**src/rtl/stk_pkg.sv**
```systemverilog
// ----------------------------------------------------------------------------
// stk_pkg: shared types and constants for the three-stack block
// command codes, field widths and the controller/datapath handshake structs
// ----------------------------------------------------------------------------
package stk_pkg;

    // number of interleaved stacks in the shared store
    localparam int NUM_STACKS = 3;

    // field widths
    localparam int CMD_W   = 2;
    localparam int SEL_W   = 2;
    localparam int VALUE_W = 32;
    localparam int CAP_W   = 9;

    // stream bus widths, padded to whole bytes
    localparam int IN_TDATA_W  = 40;
    localparam int OUT_TDATA_W = 40;

    // configuration port
    localparam int APB_ADDR_W = 3;
    localparam int APB_DATA_W = 32;
    localparam logic REG_IDX_CAPACITY = 1'b0;

    // capacity after reset
    localparam logic [CAP_W-1:0] CAP_RESET = 9'd256;

    // command codes
    localparam logic [CMD_W-1:0] CMD_PUSH = 2'd0;
    localparam logic [CMD_W-1:0] CMD_POP  = 2'd1;
    localparam logic [CMD_W-1:0] CMD_PEEK = 2'd2;

    // controller to datapath commands
    typedef struct packed {
        logic load_in;
        logic exec;
        logic load_out;
    } stk_cmd_t;

    // datapath to controller status
    typedef struct packed {
        logic out_free;
    } stk_sts_t;

endpackage

```
**src/rtl/stk_ctrl.sv**
```systemverilog
// ----------------------------------------------------------------------------
// stk_ctrl: sequencing controller
// takes one beat, runs it through execute and output load, then goes idle
// ----------------------------------------------------------------------------
module stk_ctrl
    import stk_pkg::*;
(
    input  logic      aclk,
    input  logic      aresetn,
    input  logic      s_tvalid,
    output logic      s_tready,
    input  stk_sts_t  sts,
    output stk_cmd_t  cmd
);

    typedef enum logic [2:0] {
        S_IDLE = 3'b001,
        S_EXEC = 3'b010,
        S_LOAD = 3'b100
    } state_t;

    state_t state_reg, state_next;

    // next state
    always_comb begin
        state_next = state_reg;
        unique case (state_reg)
            S_IDLE: begin
                if (s_tvalid) begin
                    state_next = S_EXEC;
                end
            end
            S_EXEC: begin
                state_next = S_LOAD;
            end
            S_LOAD: begin
                if (sts.out_free) begin
                    state_next = S_IDLE;
                end
            end
            default: begin
                state_next = S_IDLE;
            end
        endcase
    end

    always_ff @(posedge aclk) begin
        if (!aresetn) begin
            state_reg <= S_IDLE;
        end else begin
            state_reg <= state_next;
        end
    end

    // commands to the datapath
    assign s_tready     = (state_reg == S_IDLE);
    assign cmd.load_in  = (state_reg == S_IDLE) && s_tvalid;
    assign cmd.exec     = (state_reg == S_EXEC);
    assign cmd.load_out = (state_reg == S_LOAD) && sts.out_free;

endmodule

```
**config.mk**
```make
export PLATFORM = sky130hd
export DESIGN_NAME = stk_ctrl
export DESIGN_NICKNAME = d
export VERILOG_FILES = /design/src/rtl/stk_pkg.sv /design/src/rtl/stk_ctrl.sv
export SDC_FILE = /design/constraint.sdc
export NUM_CORES = 1
export LEC_CHECK = 0
export ABC_AREA = 0
export BUFFER_PORTS_ARGS = -buffer_cell sky130_fd_sc_hd__buf_2
export CAP_MARGIN = 20
export CORE_AREA = 4 4 41 43
export DETAILED_ROUTE_END_ITERATION = 12
export DIE_AREA = 0 0 45 47
export PLACE_DENSITY = 0.41
export REMOVE_ABC_BUFFERS = 1
export SLEW_MARGIN = 20
export SYNTH_ARGS = -nofsm -noshare
export SYNTH_HDL_FRONTEND = slang
export SYNTH_SLANG_ARGS = --single-unit
export TNS_END_PERCENT = 100
```
**constraint.sdc**
```tcl
create_clock -name aclk -period 1.1 [get_ports aclk]
set_input_delay 0 -clock aclk [delete_from_list [all_inputs] [get_ports aclk]]
set_output_delay 0 -clock aclk [all_outputs]
set_load 0.02 [all_outputs]
```
# Word level (Yosys, flattened, before mapping)
# Cells that the tools add are included.
# word_totals
out_inout_bits,4
regBits,3
wordCells,12
# classes
n_reduce_logical,3
eq_ne,5
muxes,3
# ops
operator,count
3-bit case mux with 3 select lines,1
3-bit 2-to-1 mux,2
2-bit != test (second input constant),2
3-bit by 1-bit == test with 1-bit output (second input constant),1
3-bit by 2-bit == test with 1-bit output (second input constant),1
3-bit == test (second input constant),1
1-bit logical AND,2
2-bit AND reduction,1

# Logic depth before layout (Yosys ltp)
# depth
ltp_word,3
ltp_mapped,2

# Worst setup path after synthesis
# No wires, ideal clock.
# synth_timing
path_type,reg-to-output
start,reg state_reg[0]
end,out s_tready
stages_incl_launch_ff,2
slack_ps,178
t_required_ps,1100
t_arrival_ps,922
cell_sequence,dfxtp_1 nor3b_1
# synth_between
elab_chain_cells,1
# synth_rtl
item,line_no,text
"start, declared",stk_ctrl.sv:22,"state_t state_reg, state_next;"
"start signal, assigned",stk_ctrl.sv:51,state_reg <= state_next;
3-bit by 1-bit == test with 1-bit output,stk_ctrl.sv:56,assign s_tready = (state_reg == S_IDLE);
"end, declared",stk_ctrl.sv:11,"output logic s_tready,"
# No other way between the ends.

==> results.toml <==
[clocking]
ctsLongestPathBuffers = 2
clk_transition_reported_paths_ps = 40
cts_buffers = 3
clkLatencyLatePin_ps = 230
clock_sinks = 3
cts-root-buf = "clkbuf_4"
h-tree-depth = 1
cts_tree = "done"

[final_layout]
stdcell_count = 41
nNetsFinal = 31
n_antenna_cell = 0
synthToLayoutAreaGrowth_pct = 52.94
final_util_pct = 20.00
fillerInstances = 153
largest_reg_flops = 3
layout-drive-gt1-share_pct = 57.69

[timing]
finalSetupViolCount = 0
fmax_mhz = 947.9
hold_violations = 0
fin_worst_skew_ps = 3.186
slew-limit-headroom_pct = 83.80
rsz0062_at_grt = "true"
worst_pin_slew_ps = 239.6
slew_violations = 0
timing.hold.ws_ps = 58.08
min_period_ps = 1055
final.period_utilization_pct = 95.91

[synthesis]
synthMuxAreaShare_pct = 0
synth_cell_types = 13
syn_avg_cell_area_um2 = 11.34
synth_seq_cells = 3
synthAdderAreaFrac_pct = 0
yosys.area_share.simple_pct = 50.74
yosysTopAreaCell = "dfxtp_1"
ys_seq_area_share_pct = 35.29
synth-compound-area-share_pct = 9.559
synth_xor_area_share_pct = 0
netlist_top_cells_area = "dfxtp_1 (35%), and4bb_4 (9.6%), and4bb_2 (7.4%)"
synth_top_family_by_area = "simple AND/OR/NAND/NOR gates"
synth_warnings = 0
syn_inst = 15
syn_area_um2 = 170.2
synth_top_area_share_pct = 35.29

[setup_path]
slowest_stage = "dfxtp_1"
worstSetupStartpointType = "flop"
path_class = "reg -> out"
crit_path_end_kind = "output pin"
required_ps = 1100
cp_num_buf_inv = 1
max_stage_delay_ps = 400
cp_top_family = "flip-flops"
worstPathMaxFanout = 7
worstPathCellList = "nor3b_2 -> buf_2"
crit_arrival_ps = 1050

[placed_design]
gp_congestion = 0.6560
dp_cells = 36
portBuffers = 7

[drt]
drt_iter0_drc = 0
wl_per_cell_um = 8.902
first_pass_iters = 1
drc = 0
antenna_left = 0
vias = 156
routed_wirelength_um = 365
avgViaCountPerCell = 3.805

[run_status]
status = "completed"

[pwr]
power_per_cell_area_nw_per_um2 = 1425
leakage_nw = 0.1016
ir_drop_mv = 0.6690
finalPower_mw = 0.3709

[floorplan]
start_util_pct = 13.08
ios = 8
die-area_um2 = 2115
coreArea_um2 = 1301
rows = 13
die_w_um = 45
dieHeight_um = 47

[global_routing]
grt_start_max_net_pins = 8
grt_first_pass_wirelength_um = 648
grtUsageTotal_pct = 4.567
antenna_found_initial = 0
grt_pass1_vias = 154
grt.overflow.total = 0

[worst_hold_path]
min_path_type = "in -> reg"

[job]
cap_violations = 0
==> tightest hold or removal path, cell delays in order <==
cell,delay [ps]
buf_2,90
or3b_1,110
a21oi_2,50
==> per-stage QoR <==
step | worst slack (ps) | area, um^2 | TNS, ps
floorplan | 95.83 | 162.7 | 0
global placement | 141.4 | 216.5 | 0
detailed placement | 118.2 | 216.5 | 0
CTS | 17.79 | 255.2 | 0
global route | -43.25 | 260.3 | -75.78
finish | 45.04 | 260.3 | 0
==> Yosys cell counts <==
library cell and number:
nor3b_1 1, or2b_1 1, a21oi_2 1, and4bb_4 1
o31ai_1 1, nand2b_1 1, buf_4 1, or3b_1 1
dfxtp_1 3, nor3b_2 1, and2_1 1, and4bb_2 1
nor4b_1 1
==> kinds of logic after synthesis <==
logic type,Yosys count
simple gates,9
buf+inv,1
flops,3
compound gates,2
==> cell usage in the layout (no fill, tap or decap) <==
| cell | instances |
|---|---|
| buf_2 | 6 |
| clkbuf_4 | 3 |
| dfxtp_1 | 2 |
| nor3b_2 | 1 |
| nor3b_1 | 1 |
| and4bb_2 | 1 |
| and4bb_4 | 1 |
| and2_1 | 1 |
| nor4b_1 | 1 |
| o31ai_1 | 1 |
| or3b_1 | 1 |
| or2b_1 | 1 |
| nand2b_1 | 1 |
| a21oi_2 | 1 |
| clkbuf_1 | 1 |
| dlygate4sd3_1 | 1 |
| buf_6 | 1 |
| dfxtp_2 | 1 |
==> what timing repair did <==
action                                  4_1_cts  5_1_grt
endpoints found under the hold margin         1        0
pin swaps                                     0        1
setup buffers                                 0        0
gates resized for setup                       1        2
endpoints found under the setup margin        1        4
hold buffers                                  1        0
==> power by group <==
part	switching [mW]	leakage [nW]	internal [mW]
registers	0.00832	0.0251	0.115
logic	0.0255	0.0615	0.0316
clock network	0.0544	0.0150	0.136
==> per-layer routing <==
layer,track usage [%],share of wire (%),up-vias
met5,0,0,-
met4,3.509,0,0
met3,3.448,9.3,0
met2,5.932,42,8
met1,4.955,48,70
li1,-,-,78
==> layout make-up <==
cell class | instances | area (um^2) | area share [%]
clock buffers | 4 | 26.28 | 10.10
flip-flops and latches | 3 | 61.31 | 23.56
multi-input cells | 11 | 102.6 | 39.42
repair buffers | 8 | 51.30 | 19.71
well taps | 15 | 18.77 | 7.212
==> path summary, 6_finish.rpt <==
kind | from | to | cells after the start | slack, ps
worst min-delay path | sts | state_reg[2] | 3 | 60
worst max-delay path | state_reg[1] | cmd[1] | 2 | 50
worst min register to register | state_reg[2] | state_reg[2] | 2 | 590
worst max register to register | state_reg[1] | state_reg[0] | 2 | 160
(Power assumes the default switching activity.)
